$ cat src/lrpw_pkg.sv
// shared constants, register map and types for the line raster pixel writer
package lrpw_pkg;

  localparam int COORD_BITS_DEF = 12;
  localparam int DIM_BITS       = 12;
  localparam int ADDR_BITS      = 32;
  localparam int PIXEL_BITS     = 8;
  localparam int OP_BITS        = 2;
  localparam int CFG_ADDR_W     = 4;
  localparam int CFG_DATA_W     = 32;

  // item opcodes carried on tuser
  localparam logic [OP_BITS-1:0] OP_STEP = 2'd0;
  localparam logic [OP_BITS-1:0] OP_LINE = 2'd1;
  localparam logic [OP_BITS-1:0] OP_FILL = 2'd2;

  // register indexes, byte address is 4 * index
  localparam logic [1:0] REG_FRAME_BASE    = 2'd0;
  localparam logic [1:0] REG_SCREEN_WIDTH  = 2'd1;
  localparam logic [1:0] REG_SCREEN_HEIGHT = 2'd2;

  localparam logic [DIM_BITS-1:0] WIDTH_RST  = 12'd480;
  localparam logic [DIM_BITS-1:0] HEIGHT_RST = 12'd272;

  typedef struct packed {
    logic [ADDR_BITS-1:0] frame_base;
    logic [DIM_BITS-1:0]  screen_width;
    logic [DIM_BITS-1:0]  screen_height;
  } lrpw_cfg_t;

  typedef struct packed {
    logic valid;
    logic last;
  } lrpw_emit_t;

endpackage

$ cat src/lrpw_cfg_regs.sv
// register file behind the configuration port
module lrpw_cfg_regs (
  input  logic                                clk,
  input  logic                                rst_n,
  input  logic                                psel,
  input  logic                                penable,
  input  logic                                pwrite,
  input  logic [lrpw_pkg::CFG_ADDR_W-1:0]     paddr,
  input  logic [lrpw_pkg::CFG_DATA_W-1:0]     pwdata,
  output logic [lrpw_pkg::CFG_DATA_W-1:0]     prdata,
  output logic                                pready,
  output lrpw_pkg::lrpw_cfg_t                 cfg
);

  logic [lrpw_pkg::ADDR_BITS-1:0] base_r;
  logic [lrpw_pkg::DIM_BITS-1:0]  width_r;
  logic [lrpw_pkg::DIM_BITS-1:0]  height_r;
  logic [1:0]                     reg_idx;
  logic                           wr_en;

  assign reg_idx = paddr[3:2];
  assign wr_en   = psel && penable && pwrite;
  assign pready  = 1'b1;

  always_ff @(posedge clk) begin
    if (!rst_n) begin
      base_r   <= '0;
      width_r  <= lrpw_pkg::WIDTH_RST;
      height_r <= lrpw_pkg::HEIGHT_RST;
    end else if (wr_en) begin
      case (reg_idx)
        lrpw_pkg::REG_FRAME_BASE:    base_r   <= pwdata;
        lrpw_pkg::REG_SCREEN_WIDTH:  width_r  <= pwdata[lrpw_pkg::DIM_BITS-1:0];
        lrpw_pkg::REG_SCREEN_HEIGHT: height_r <= pwdata[lrpw_pkg::DIM_BITS-1:0];
        default: ;
      endcase
    end
  end

  always_comb begin
    case (reg_idx)
      lrpw_pkg::REG_FRAME_BASE:    prdata = base_r;
      lrpw_pkg::REG_SCREEN_WIDTH:  prdata = lrpw_pkg::CFG_DATA_W'(width_r);
      lrpw_pkg::REG_SCREEN_HEIGHT: prdata = lrpw_pkg::CFG_DATA_W'(height_r);
      default:                     prdata = '0;
    endcase
  end

  assign cfg.frame_base    = base_r;
  assign cfg.screen_width  = width_r;
  assign cfg.screen_height = height_r;

endmodule

$ cat src/lrpw_core.sv
// walker state: bresenham line stepper and raster fill counter
module lrpw_core #(
  parameter int COORD_BITS = lrpw_pkg::COORD_BITS_DEF
) (
  input  logic                              clk,
  input  logic                              rst_n,
  input  logic                              go,
  input  logic [lrpw_pkg::OP_BITS-1:0]      op,
  input  logic [COORD_BITS-1:0]             start_x,
  input  logic [COORD_BITS-1:0]             start_y,
  input  logic [COORD_BITS-1:0]             end_x,
  input  logic [COORD_BITS-1:0]             end_y,
  input  logic [lrpw_pkg::PIXEL_BITS-1:0]   paint,
  input  logic [lrpw_pkg::DIM_BITS-1:0]     scr_width,
  input  logic [lrpw_pkg::DIM_BITS-1:0]     scr_height,
  output lrpw_pkg::lrpw_emit_t              emit,
  output logic [COORD_BITS:0]               col_ext,
  output logic [COORD_BITS:0]               row_ext,
  output logic [lrpw_pkg::PIXEL_BITS-1:0]   colour
);

  localparam int W  = COORD_BITS;
  localparam int M  = COORD_BITS + 1;
  localparam int E  = COORD_BITS + 2;
  localparam int FW = ((W > lrpw_pkg::DIM_BITS) ? W : lrpw_pkg::DIM_BITS) + 1;

  logic                               busy_r, busy_nxt;
  logic                               fill_r, fill_nxt;
  logic [W-1:0]                       col_r, col_nxt;
  logic [W-1:0]                       row_r, row_nxt;
  logic [M-1:0]                       rem_r, rem_nxt;
  logic signed [E-1:0]                err_r, err_nxt;
  logic [M-1:0]                       adx_r, adx_nxt;
  logic [M-1:0]                       ady_r, ady_nxt;
  logic [2:0]                         oct_r, oct_nxt;
  logic [lrpw_pkg::PIXEL_BITS-1:0]    colour_r, colour_nxt;

  // line setup
  logic signed [M-1:0]  dx, dy;
  logic [M-1:0]         adx_s, ady_s, major_s, minor_s;
  logic                 ymaj_s;
  logic [2:0]           oct_s;
  logic signed [E-1:0]  err_s;

  // shared advance unit
  logic                 is_line;
  logic [W-1:0]         adv_col_in, adv_row_in;
  logic signed [E-1:0]  adv_err_in;
  logic [M-1:0]         adv_adx_in, adv_ady_in;
  logic [2:0]           adv_oct_in;
  logic [2*W+E-1:0]     adv_out;

  // fill walk
  logic [W-1:0]         fcol, frow;
  logic                 row_end, fill_last;

  logic [M-1:0]         rem_dec;
  logic                 emit_sgn;
  logic [W-1:0]         emit_col, emit_row;

  function automatic logic [2*W+E-1:0] advance(
    input logic [W-1:0]        col,
    input logic [W-1:0]        row,
    input logic signed [E-1:0] err,
    input logic [M-1:0]        ax,
    input logic [M-1:0]        ay,
    input logic [2:0]          oct
  );
    logic                ymaj;
    logic [M-1:0]        major, minor;
    logic [W-1:0]        xs, ys, c, r;
    logic signed [E-1:0] e;
    ymaj  = oct[2];
    major = ymaj ? ay : ax;
    minor = ymaj ? ax : ay;
    xs    = oct[0] ? {W{1'b1}} : W'(1);
    ys    = oct[1] ? {W{1'b1}} : W'(1);
    c     = col;
    r     = row;
    e     = err;
    // minor axis step when the error is positive
    if (e > 0) begin
      if (ymaj) c = c + xs;
      else      r = r + ys;
      e = e - $signed({1'b0, major});
    end
    if (ymaj) r = r + ys;
    else      c = c + xs;
    e = e + $signed({1'b0, minor});
    return {c, r, e};
  endfunction

  always_comb begin
    dx      = $signed({end_x[W-1], end_x}) - $signed({start_x[W-1], start_x});
    dy      = $signed({end_y[W-1], end_y}) - $signed({start_y[W-1], start_y});
    adx_s   = dx[M-1] ? M'(-dx) : M'(dx);
    ady_s   = dy[M-1] ? M'(-dy) : M'(dy);
    ymaj_s  = ady_s > adx_s;
    major_s = ymaj_s ? ady_s : adx_s;
    minor_s = ymaj_s ? adx_s : ady_s;
    oct_s   = {ymaj_s, dy[M-1], dx[M-1]};
    err_s   = $signed({1'b0, minor_s}) - $signed({2'b00, major_s[M-1:1]});
  end

  assign is_line    = (op == lrpw_pkg::OP_LINE);
  assign adv_col_in = is_line ? start_x : col_r;
  assign adv_row_in = is_line ? start_y : row_r;
  assign adv_err_in = is_line ? err_s   : err_r;
  assign adv_adx_in = is_line ? adx_s   : adx_r;
  assign adv_ady_in = is_line ? ady_s   : ady_r;
  assign adv_oct_in = is_line ? oct_s   : oct_r;
  assign adv_out    = advance(adv_col_in, adv_row_in, adv_err_in,
                              adv_adx_in, adv_ady_in, adv_oct_in);

  assign fcol      = (op == lrpw_pkg::OP_FILL) ? '0 : col_r;
  assign frow      = (op == lrpw_pkg::OP_FILL) ? '0 : row_r;
  assign row_end   = (FW'(fcol) + FW'(1)) >= FW'(scr_width);
  assign fill_last = row_end && ((FW'(frow) + FW'(1)) >= FW'(scr_height));
  assign rem_dec   = rem_r - M'(1);

  always_comb begin
    busy_nxt   = busy_r;
    fill_nxt   = fill_r;
    col_nxt    = col_r;
    row_nxt    = row_r;
    rem_nxt    = rem_r;
    err_nxt    = err_r;
    adx_nxt    = adx_r;
    ady_nxt    = ady_r;
    oct_nxt    = oct_r;
    colour_nxt = colour_r;
    emit.valid = 1'b0;
    emit.last  = 1'b0;
    emit_sgn   = 1'b0;
    emit_col   = fcol;
    emit_row   = frow;
    case (op)
      lrpw_pkg::OP_LINE: begin
        colour_nxt = paint;
        fill_nxt   = 1'b0;
        oct_nxt    = oct_s;
        adx_nxt    = adx_s;
        ady_nxt    = ady_s;
        rem_nxt    = major_s;
        emit.valid = 1'b1;
        emit.last  = (major_s == '0);
        emit_sgn   = 1'b1;
        emit_col   = start_x;
        emit_row   = start_y;
        busy_nxt   = (major_s != '0);
        if (major_s != '0) begin
          {col_nxt, row_nxt, err_nxt} = adv_out;
        end else begin
          col_nxt = start_x;
          row_nxt = start_y;
          err_nxt = err_s;
        end
      end
      lrpw_pkg::OP_FILL, lrpw_pkg::OP_STEP: begin
        if (op == lrpw_pkg::OP_FILL) begin
          colour_nxt = paint;
          fill_nxt   = 1'b1;
          col_nxt    = '0;
          row_nxt    = '0;
          busy_nxt   = (scr_width != '0) && (scr_height != '0);
        end
        if ((op == lrpw_pkg::OP_FILL) ? busy_nxt : (busy_r && fill_r)) begin
          // raster walk, registers read live
          emit.valid = 1'b1;
          emit.last  = fill_last;
          if (fill_last) begin
            busy_nxt = 1'b0;
          end else if (row_end) begin
            col_nxt = '0;
            row_nxt = frow + W'(1);
          end else begin
            col_nxt = fcol + W'(1);
          end
        end else if (op == lrpw_pkg::OP_STEP && busy_r) begin
          rem_nxt    = rem_dec;
          emit.valid = 1'b1;
          emit.last  = (rem_dec == '0);
          emit_sgn   = 1'b1;
          emit_col   = col_r;
          emit_row   = row_r;
          if (rem_dec == '0) begin
            busy_nxt = 1'b0;
          end else begin
            {col_nxt, row_nxt, err_nxt} = adv_out;
          end
        end
      end
      default: ;
    endcase
  end

  always_ff @(posedge clk) begin
    if (!rst_n) begin
      busy_r   <= 1'b0;
      fill_r   <= 1'b0;
      col_r    <= '0;
      row_r    <= '0;
      rem_r    <= '0;
      err_r    <= '0;
      adx_r    <= '0;
      ady_r    <= '0;
      oct_r    <= '0;
      colour_r <= '0;
    end else if (go) begin
      busy_r   <= busy_nxt;
      fill_r   <= fill_nxt;
      col_r    <= col_nxt;
      row_r    <= row_nxt;
      rem_r    <= rem_nxt;
      err_r    <= err_nxt;
      adx_r    <= adx_nxt;
      ady_r    <= ady_nxt;
      oct_r    <= oct_nxt;
      colour_r <= colour_nxt;
    end
  end

  assign col_ext = {emit_sgn & emit_col[W-1], emit_col};
  assign row_ext = {emit_sgn & emit_row[W-1], emit_row};
  assign colour  = colour_nxt;

endmodule

$ cat src/lrpw_addr.sv
// pixel byte address: base + row * stride + column, modulo 2^32
module lrpw_addr #(
  parameter int COORD_BITS = lrpw_pkg::COORD_BITS_DEF
) (
  input  logic [lrpw_pkg::ADDR_BITS-1:0]  frame_base,
  input  logic [lrpw_pkg::DIM_BITS-1:0]   scr_width,
  input  logic [COORD_BITS:0]             col_ext,
  input  logic [COORD_BITS:0]             row_ext,
  output logic [lrpw_pkg::ADDR_BITS-1:0]  pixel_address
);

  localparam int P = COORD_BITS + 1 + lrpw_pkg::DIM_BITS + 1;

  logic signed [P-1:0] row_off;

  assign row_off = $signed(row_ext) * $signed({1'b0, scr_width});

  assign pixel_address = frame_base
                       + lrpw_pkg::ADDR_BITS'(row_off)
                       + lrpw_pkg::ADDR_BITS'($signed(col_ext));

endmodule

$ cat src/line_raster_pixel_writer.sv
// top level of the line raster pixel writer: item register, walker, address, result register
//
//  channel | dir | handshake                 | payload
//  in_     | in  | in_tvalid / in_tready     | tuser op, tdata endpoints and paint
//  out_    | out | out_tvalid / out_tready   | tdata address and colour, tlast last
//  cfg_    | in  | apb psel/penable, pready  | frame_base, screen_width, screen_height
//
// one item per cycle sustained while out_tready drains the result register; an item
// waits in the item register, then loads into the result register, which offers it
// the walker state updates as each item moves on, one multiplier feeds the address add
// reset is synchronous active low, clears the walker and both valid flags and loads the
// register defaults
// a stalled result holds in the result register; the item register fills behind it and
// in_tready drops only when both stages are full
module line_raster_pixel_writer #(
  parameter int COORD_BITS = lrpw_pkg::COORD_BITS_DEF
) (
  input  logic                                clk,
  input  logic                                rst_n,
  // item stream
  input  logic                                in_tvalid,
  output logic                                in_tready,
  // start_x, start_y, end_x, end_y, paint
  input  logic [((4 * COORD_BITS + lrpw_pkg::PIXEL_BITS + 7) / 8) * 8 - 1:0] in_tdata,
  input  logic [lrpw_pkg::OP_BITS-1:0]        in_tuser,   // op
  // pixel write stream
  output logic                                out_tvalid,
  input  logic                                out_tready,
  // pixel_address, pixel_value
  output logic [lrpw_pkg::ADDR_BITS + lrpw_pkg::PIXEL_BITS - 1:0] out_tdata,
  output logic                                out_tlast,
  // configuration
  input  logic                                cfg_psel,
  input  logic                                cfg_penable,
  input  logic                                cfg_pwrite,
  input  logic [lrpw_pkg::CFG_ADDR_W-1:0]     cfg_paddr,
  input  logic [lrpw_pkg::CFG_DATA_W-1:0]     cfg_pwdata,
  output logic [lrpw_pkg::CFG_DATA_W-1:0]     cfg_prdata,
  output logic                                cfg_pready
);

  localparam int W          = COORD_BITS;

  lrpw_pkg::lrpw_cfg_t                  cfg;
  lrpw_pkg::lrpw_emit_t                 emit;

  // item register
  logic                                 s1_valid_r;
  logic [lrpw_pkg::OP_BITS-1:0]         s1_op_r;
  logic [W-1:0]                         s1_sx_r, s1_sy_r, s1_ex_r, s1_ey_r;
  logic [lrpw_pkg::PIXEL_BITS-1:0]      s1_paint_r;
  logic                                 s1_go;
  logic                                 out_free;
  logic                                 in_acc;

  // result register
  logic                                 out_valid_r;
  logic [lrpw_pkg::ADDR_BITS-1:0]       out_addr_r;
  logic [lrpw_pkg::PIXEL_BITS-1:0]      out_pix_r;
  logic                                 out_last_r;

  logic [W:0]                           col_ext, row_ext;
  logic [lrpw_pkg::PIXEL_BITS-1:0]      colour;
  logic [lrpw_pkg::ADDR_BITS-1:0]       pix_addr;

  assign out_free  = !out_valid_r || out_tready;
  assign s1_go     = s1_valid_r && out_free;
  assign in_tready = !s1_valid_r || out_free;
  assign in_acc    = in_tvalid && in_tready;

  always_ff @(posedge clk) begin
    if (!rst_n) begin
      s1_valid_r <= 1'b0;
    end else if (in_acc) begin
      s1_valid_r <= 1'b1;
    end else if (s1_go) begin
      s1_valid_r <= 1'b0;
    end
  end

  // item payload, no reset needed
  always_ff @(posedge clk) begin
    if (in_acc) begin
      s1_op_r    <= in_tuser;
      s1_sx_r    <= in_tdata[W-1:0];
      s1_sy_r    <= in_tdata[2*W-1:W];
      s1_ex_r    <= in_tdata[3*W-1:2*W];
      s1_ey_r    <= in_tdata[4*W-1:3*W];
      s1_paint_r <= in_tdata[4*W +: lrpw_pkg::PIXEL_BITS];
    end
  end

  lrpw_cfg_regs u_cfg (
    .clk     (clk),
    .rst_n   (rst_n),
    .psel    (cfg_psel),
    .penable (cfg_penable),
    .pwrite  (cfg_pwrite),
    .paddr   (cfg_paddr),
    .pwdata  (cfg_pwdata),
    .prdata  (cfg_prdata),
    .pready  (cfg_pready),
    .cfg     (cfg)
  );

  lrpw_core #(.COORD_BITS(COORD_BITS)) u_core (
    .clk        (clk),
    .rst_n      (rst_n),
    .go         (s1_go),
    .op         (s1_op_r),
    .start_x    (s1_sx_r),
    .start_y    (s1_sy_r),
    .end_x      (s1_ex_r),
    .end_y      (s1_ey_r),
    .paint      (s1_paint_r),
    .scr_width  (cfg.screen_width),
    .scr_height (cfg.screen_height),
    .emit       (emit),
    .col_ext    (col_ext),
    .row_ext    (row_ext),
    .colour     (colour)
  );

  lrpw_addr #(.COORD_BITS(COORD_BITS)) u_addr (
    .frame_base    (cfg.frame_base),
    .scr_width     (cfg.screen_width),
    .col_ext       (col_ext),
    .row_ext       (row_ext),
    .pixel_address (pix_addr)
  );

  // result register: reload when the item moves, else drain on take
  always_ff @(posedge clk) begin
    if (!rst_n) begin
      out_valid_r <= 1'b0;
    end else if (s1_go) begin
      out_valid_r <= emit.valid;
    end else if (out_tready) begin
      out_valid_r <= 1'b0;
    end
  end

  always_ff @(posedge clk) begin
    if (s1_go) begin
      out_addr_r <= pix_addr;
      out_pix_r  <= colour;
      out_last_r <= emit.last;
    end
  end

  assign out_tvalid = out_valid_r;
  assign out_tdata  = {out_pix_r, out_addr_r};
  assign out_tlast  = out_last_r;

endmodule
$ cat config.mk
export PLATFORM = sky130hd
export DESIGN_NAME = line_raster_pixel_writer
export DESIGN_NICKNAME = d
export VERILOG_FILES = /design/src/lrpw_pkg.sv /design/src/lrpw_cfg_regs.sv /design/src/lrpw_core.sv /design/src/lrpw_addr.sv /design/src/line_raster_pixel_writer.sv
export SDC_FILE = /design/constraint.sdc
export NUM_CORES = 2
export LEC_CHECK = 0
export ABC_AREA = 1
export BUFFER_PORTS_ARGS = -buffer_cell sky130_fd_sc_hd__clkbuf_2
export CAP_MARGIN = 30
export CORE_ASPECT_RATIO = 1.5
export CORE_MARGIN = 3
export CORE_UTILIZATION = 40
export CTS_CLUSTER_DIAMETER = 120
export DETAILED_ROUTE_END_ITERATION = 8
export SLEW_MARGIN = 20
export SYNTH_ARGS = -nofsm -noshare
export SYNTH_HDL_FRONTEND = slang
export SYNTH_SLANG_ARGS = --single-unit
$ cat constraint.sdc
create_clock -name clk -period 11 [get_ports clk]
set_input_delay 2.2 -clock clk [delete_from_list [all_inputs] [get_ports clk]]
set_output_delay 2.2 -clock clk [all_outputs]
set_load 0.05 [all_outputs]
# Word-level counts from Yosys, hierarchy flattened
# Cells that the tools add are included.
# totals
register_bits,247
n_memories,0
out_inout_bits,76
elab_cells,161
mem_bits_rw,0
romBits,0
in_bits,101
latchBits,0
# classes
div_mod_pow,0
n_reduce_logical,30
add_sub_neg,18
multipliers,1
magnitude_cmp,4
n_bitwise,2
n_shift,0
n_mux,74
eq_ne,8
# op_table
operator,count
2-to-1 mux 12 bit,28
2-to-1 mux 13 bit,10
case mux 12 bit (2 select lines),4
case mux 32 bit (3 select lines),1
2-to-1 mux 14 bit,6
adder 32 bit,2
adder 12 bit,4
case mux 14 bit (2 select lines),1
adder 12 x 1 -> 13 bit (second input constant),2
greater-or-equal comparator 13 x 12 -> 1 bit,2
logical NOT 13 bit,2
multiplier 13 x 13 -> 26 bit,1
negator 13 bit,2
case mux 13 bit (2 select lines),1
subtractor 12 x 12 -> 13 bit,2
adder 12 x 1 -> 12 bit (second input constant),2
nonzero test 12 bit,2
case mux 8 bit (2 select lines),1
adder 14 bit,1
greater-than comparator 14 x 1 -> 1 bit (second input constant),1
2-to-1 mux 1 bit,14
subtractor 13 x 12 -> 14 bit,1
subtractor 14 bit,1
greater-than comparator 13 bit,1
22 further kinds,45

# Longest topological paths before layout
# logic_depth
ltp_word,15
depth_mapped,70
mapped_depth_nobuf,67

# Hierarchy
# A second synthesis with hierarchy kept.
# unflattened
cells_unflattened,4286
area_unflattened_um2,29462.0
# by_module_without_submodules
mod,seq_area_each_um2,cells_each,n_inst,area_per_inst_um2
lrpw_core,1801.7,2420,1,14351.3
lrpw_addr,0.0,1315,1,9283.9
line_raster_pixel_writer,3012.9,112,1,3070.4
lrpw_cfg_regs,1121.1,439,1,2756.4

# Least setup slack after synthesis
# OpenSTA, ideal clock, no wires.
# synth_path
path_type,register to register
from,register s1_op_r[1] (netlist bit)
to,register out_addr_r[30] (netlist bit) (data pin)
n_path_buf,5
period_less_slack_ps,9253
path_slack_ps,1747
arrival_ps,8995
stages_incl_launch_ff,46
required_time_ps,10742
setup_time_ps,258
cell_sequence,edfxtp_1 -> inv_1 -> ha_1 -> clkbuf_1 -> clkbuf_1 -> buf_2 -> clkbuf_1 -> clkbuf_1 -> nand2_1 -> o311ai_0 -> o21ai_1 -> inv_1 -> nand2_1 -> fa_1 -> inv_1 -> fa_1 -> fa_1 -> inv_1 -> [10 not listed] -> nand3_1 -> nand2_1 -> a21o_1 -> a21oi_1 -> o21ai_0 -> nand3_1 -> nand2_1 -> nand3_1 -> nand2_1 -> xnor2_1 -> fa_1 -> inv_1 -> ha_1 -> a21oi_1 -> inv_1 -> a221oi_1 -> nand2_1 -> xor2_1
# synth_between
elab_chain_len,10
# synth_lines
element,line,source
from (decl),line_raster_pixel_writer.sv:49,logic [lrpw_pkg::OP_BITS-1:0] s1_op_r;
from (signal assigned),line_raster_pixel_writer.sv:84,s1_op_r <= in_tuser;
equality test 2 bit,--,
2-to-1 mux 1 bit,lrpw_core.sv:160,if (op == lrpw_pkg::OP_FILL) begin
2-to-1 mux 1 bit,lrpw_core.sv:137,case (op)
2-to-1 mux 1 bit,lrpw_core.sv:167,if ((op == lrpw_pkg::OP_FILL) ? busy_nxt : (busy_r && fill_r)) begin
2-to-1 mux 1 bit / 2-to-1 mux 12 bit (equally long branches),lrpw_core.sv:167,
case mux 1 bit (2 select lines) / case mux 12 bit (2 select lines) (equally long branches),lrpw_core.sv:137,
AND 1 bit,lrpw_core.sv:224,"assign row_ext = {emit_sgn & emit_row[W-1], emit_row};"
multiplier 13 x 13 -> 26 bit,lrpw_addr.sv:16,"assign row_off = $signed(row_ext) * $signed({1'b0, scr_width});"
adder 32 bit,lrpw_addr.sv:19,+ lrpw_pkg::ADDR_BITS'(row_off)
adder 32 bit *,lrpw_addr.sv:20,+ lrpw_pkg::ADDR_BITS'($signed(col_ext));
via pix_addr (one bit),line_raster_pixel_writer.sv:64,logic [lrpw_pkg::ADDR_BITS-1:0] pix_addr;
to (signal assigned),line_raster_pixel_writer.sv:145,out_addr_r <= pix_addr;
to (decl),line_raster_pixel_writer.sv:58,logic [lrpw_pkg::ADDR_BITS-1:0] out_addr_r;
# Mark *: on every way through the listed nets, which the timed path passes. The rest lies on a longest branch. The select of a mux whose other input is x is not followed.
# A chain may end at the register's enable or synchronous reset.

# Worst setup path in the final report
# layout_path
from,register s1_sy_r[0]
to,register u_core.err_r[13]
# layout_between
elab_chain_len,14
# layout_lines
element,line,source
from (decl),line_raster_pixel_writer.sv:50,"logic [W-1:0] s1_sx_r, s1_sy_r, s1_ex_r, s1_ey_r;"
from (signal assigned),line_raster_pixel_writer.sv:86,s1_sy_r <= in_tdata[2*W-1:W];
subtractor 12 x 12 -> 13 bit *,lrpw_core.sv:95,"dy = $signed({end_y[W-1], end_y}) - $signed({start_y[W-1], start_y});"
negator 13 bit,lrpw_core.sv:97,ady_s = dy[M-1] ? M'(-dy) : M'(dy);
2-to-1 mux 13 bit *,lrpw_core.sv:97,
greater-than comparator 13 bit,lrpw_core.sv:98,ymaj_s = ady_s > adx_s;
2-to-1 mux 13 bit (on tied branches),"lrpw_core.sv:100, lrpw_core.sv:99",
subtractor 13 x 12 -> 14 bit,lrpw_core.sv:102,"err_s = $signed({1'b0, minor_s}) - $signed({2'b00, major_s[M-1:1]});"
2-to-1 mux 14 bit,lrpw_core.sv:108,assign adv_err_in = is_line ? err_s : err_r;
subtractor 14 bit / greater-than comparator 14 x 1 -> 1 bit (equally long branches),"lrpw_core.sv:85, lrpw_core.sv:82",
2-to-1 mux 14 bit,lrpw_core.sv:82,if (e > 0) begin
adder 14 bit,lrpw_core.sv:89,"e = e + $signed({1'b0, minor});"
2-to-1 mux 14 bit,lrpw_core.sv:186,if (rem_dec == '0) begin
2-to-1 mux 14 bit,lrpw_core.sv:179,end else if (op == lrpw_pkg::OP_STEP && busy_r) begin
2-to-1 mux 14 bit,lrpw_core.sv:167,
case mux 14 bit (2 select lines) *,lrpw_core.sv:137,
to (signal assigned),lrpw_core.sv:215,err_r <= err_nxt;
to (decl),lrpw_core.sv:32,"logic signed [E-1:0] err_r, err_nxt;"
# Every way passes the cells marked *; elsewhere a longest branch is shown, timed or not. The select of a mux whose other input is x is not followed.

==> metrics.csv <==
metric;value;unit
status;finished clean;
cts_made_buffers;30;
hpwl;70.2;mm
cts_tree;built;
final_common_cell;nand2_1;
min_period_over_period;0.920;
grt_pass1_vias;25200;
avgViaCountPerCell;5.21;
fin_crit;10.12;ns
clk_pin_slew_worst_paths;0.06;ns
cp_max_fo;24;
end_kind;flop;
place_congestion;0.936;
synth_cells;3717;
yosys.area.top_type_share;0.139;
worst_slew_pin_slew;0.919;ns
synth_area_leaders;fa_1 (14%), ha_1 (11%), edfxtp_1 (11%), dfxtp_1 (11%), nand2_1 (8.8%);
core_area;67100;um2
cts_max_path_buffers;3;
critPathMaxStageDelay;0.50;ns
cts_root_buffer;clkbuf_16;
drtIter0Drc;1725;
dieHeight;325;um
wire_per_inst;17.9;um
pre_cts_slack;0.977;ns
synth-edff-count;99;
synth-compound-area-share;0.174;
vias;25200;
area_growth;13.4;%
max-slew-margin-rel;0.387;
drc;0;
dr.pass1.iters;5;
htreeDepth;1;
instances_no_fill;4841;
grt_util_all_layers;0.242;
fin_hold_ws;0.461;ns
power_density;239;nW/um2
n_fill_cell;6922;
synth_cell_types;58;
dp.cells;4783;
crit_top_cell;nor2_1;
ir_drop;0.144;mV
ant_nets;0;
drive_above_1_share;0.116;
finalSetupViolations;0;
avgSynthCellArea;7.31;um2
startpoint_type;flop;
critical_path_required;11.46;ns
clock_skew;0.0300;ns
synth_xor_area_frac;0.0525;
fmaxAchievable;98.9;MHz
syn_nets;4247;
synthMuxAreaShare;0.00405;
yosysWarnings;0;
max_cap_violations;0;
start_util;0.405;
ioPinCount;177;
cp.arrival;10.58;ns
async_flop_share;0;
final_area;30800;um2
hold_viol;0;
row_count;116;
setup_ws;0.885;ns
rsz0062_at_grt;false;
clk_latency;0.62;ns
synth_largest_area_cell;fa_1;
cpMaxStageDelayCell;edfxtp_1;
synth_area;27200;um2
cts_num_sinks;247;
synth_top_family_by_area;adder cells;
grt_pass1_wl;135;mm
synthFlopType;dfxtp_1;
grt_max_degree;78;
totalWireLength;86.5;mm
synth_fa_ha_area_frac;0.250;
ys_seq_area_frac;0.218;
antenna_found_initial;1;
drv_slew;0;
portBuffers;173;
mostFrequentLayoutCells;nand2_1 (636), inv_1 (634), o21ai_0 (350);
min_path_type;flop to flop;
finalSetupTns;0;ns
die_w;219;um
p_leak;15.1;nW
postCtsHoldBufs;0;
synthSimpleGateAreaFrac;0.191;
postPlaceCellArea;29700;um2
fp.dieArea;71200;um2
grt.overflow.total;0;
ys_ff_latch;247;
nNetsFinal;4461;
crit_type;flop to flop;
## final timing paths
kind | from | to | slack, ns | depth (start not counted)
setup reg to reg | s1_sy_r[0] | u_core.err_r[13] | 0.88 | 62
setup / recovery | s1_sy_r[0] | u_core.err_r[13] | 0.88 | 62
hold / removal | u_core.adx_r[10] | u_core.adx_r[10] | 0.46 | 2
hold reg to reg | u_core.adx_r[10] | u_core.adx_r[10] | 0.46 | 2
## registers in the layout (all words and copies together), names as in the netlist, 2 cells and up
signal           count
s1_sy_r             12
u_cfg.width_r       12
u_core.rem_r        13
s1_ex_r             12
s1_paint_r           8
u_core.col_r        12
s1_sx_r             12
out_addr_r          32
u_core.err_r        14
u_core.adx_r        13
u_core.ady_r        13
u_core.colour_r      8
out_pix_r            8
u_cfg.base_r        32
u_core.oct_r         3
s1_op_r              2
s1_ey_r             12
u_core.row_r        12
u_cfg.height_r      12
## what timing repair did
| item | 4_1_cts | 5_1_grt |
|---|---|---|
| setup buffers | 0 | 0 |
| gates resized for setup | 0 | 1 |
| endpoints found under the setup margin | 0 | 1 |
## kinds of logic after synthesis
logic type	Yosys count
compound gates	851
xor+xnor	162
fa+ha+maj	429
buf+inv	786
flops	247
mux	11
other cells	1
simple gates	1230
## layer usage
layer,track usage,wire [um],vias up
met4,0.130,5630,2
met1,0.254,31600,11800
met5,0,11,-
met3,0.0225,3530,198
li1,-,-,12500
met2,0.465,45700,666
## Yosys cell counts (all sizes together) (11+ instances only)
library cell / instances
nand2: 661
o211ai: 30
ha: 240
o21bai: 21
a21oi: 313
nand3: 148
o311ai: 12
o221ai: 18
a31oi: 15
mux2i: 11
nor3: 21
fa: 189
o21ai: 390
buf: 27
nor4: 18
clkbuf: 105
xnor2: 59
inv: 650
xor2: 103
nor2: 330
dfxtp: 148
edfxtp: 99
nand4: 30
## final cells by class
| type | count | area (um2) | share of cell area |
|---|---|---|---|
| Sequential cell | 247 | 5940 | 0.193 |
| Antenna cell | 1 | 2.50 | 0.0000812 |
| Tap cell | 885 | 1110 | 0.0359 |
| Timing Repair Buffer | 314 | 1990 | 0.0646 |
| Inverter | 654 | 2460 | 0.0797 |
| Multi-Input combinational cell | 2684 | 18300 | 0.593 |
| Clock inverter | 23 | 302 | 0.00978 |
| Clock buffer | 33 | 762 | 0.0247 |
## power breakdown
part,switching [mW],internal (mW)
Sequential,0.0487,1.12
Clock,0.466,0.629
Combinational,3.14,1.97
Total,3.65,3.71
## critical path, delay by kind of cell, from the launching register on
| family | cells | cell delay, ns |
|---|---|---|
| AND/OR/NAND/NOR | 32 | 3.70 |
| adder cells (fa/ha/maj) | 6 | 1.95 |
| AO/OA/AOI/OAI | 12 | 1.83 |
| buffers and inverters | 9 | 1.23 |
| XOR/XNOR | 3 | 0.69 |
| flip-flops | 1 | 0.50 |
## metrics by stage
stage / total power, mW / utilization
after floorplan: 4.81 / -
after global placement: 6.24 / 0.442
after detailed placement: 6.28 / 0.443
after CTS: 7.42 / 0.459
after global routing: 8.10 / 0.460
final: 7.37 / 0.460
Note: power is estimated with default switching activity, not from simulation.
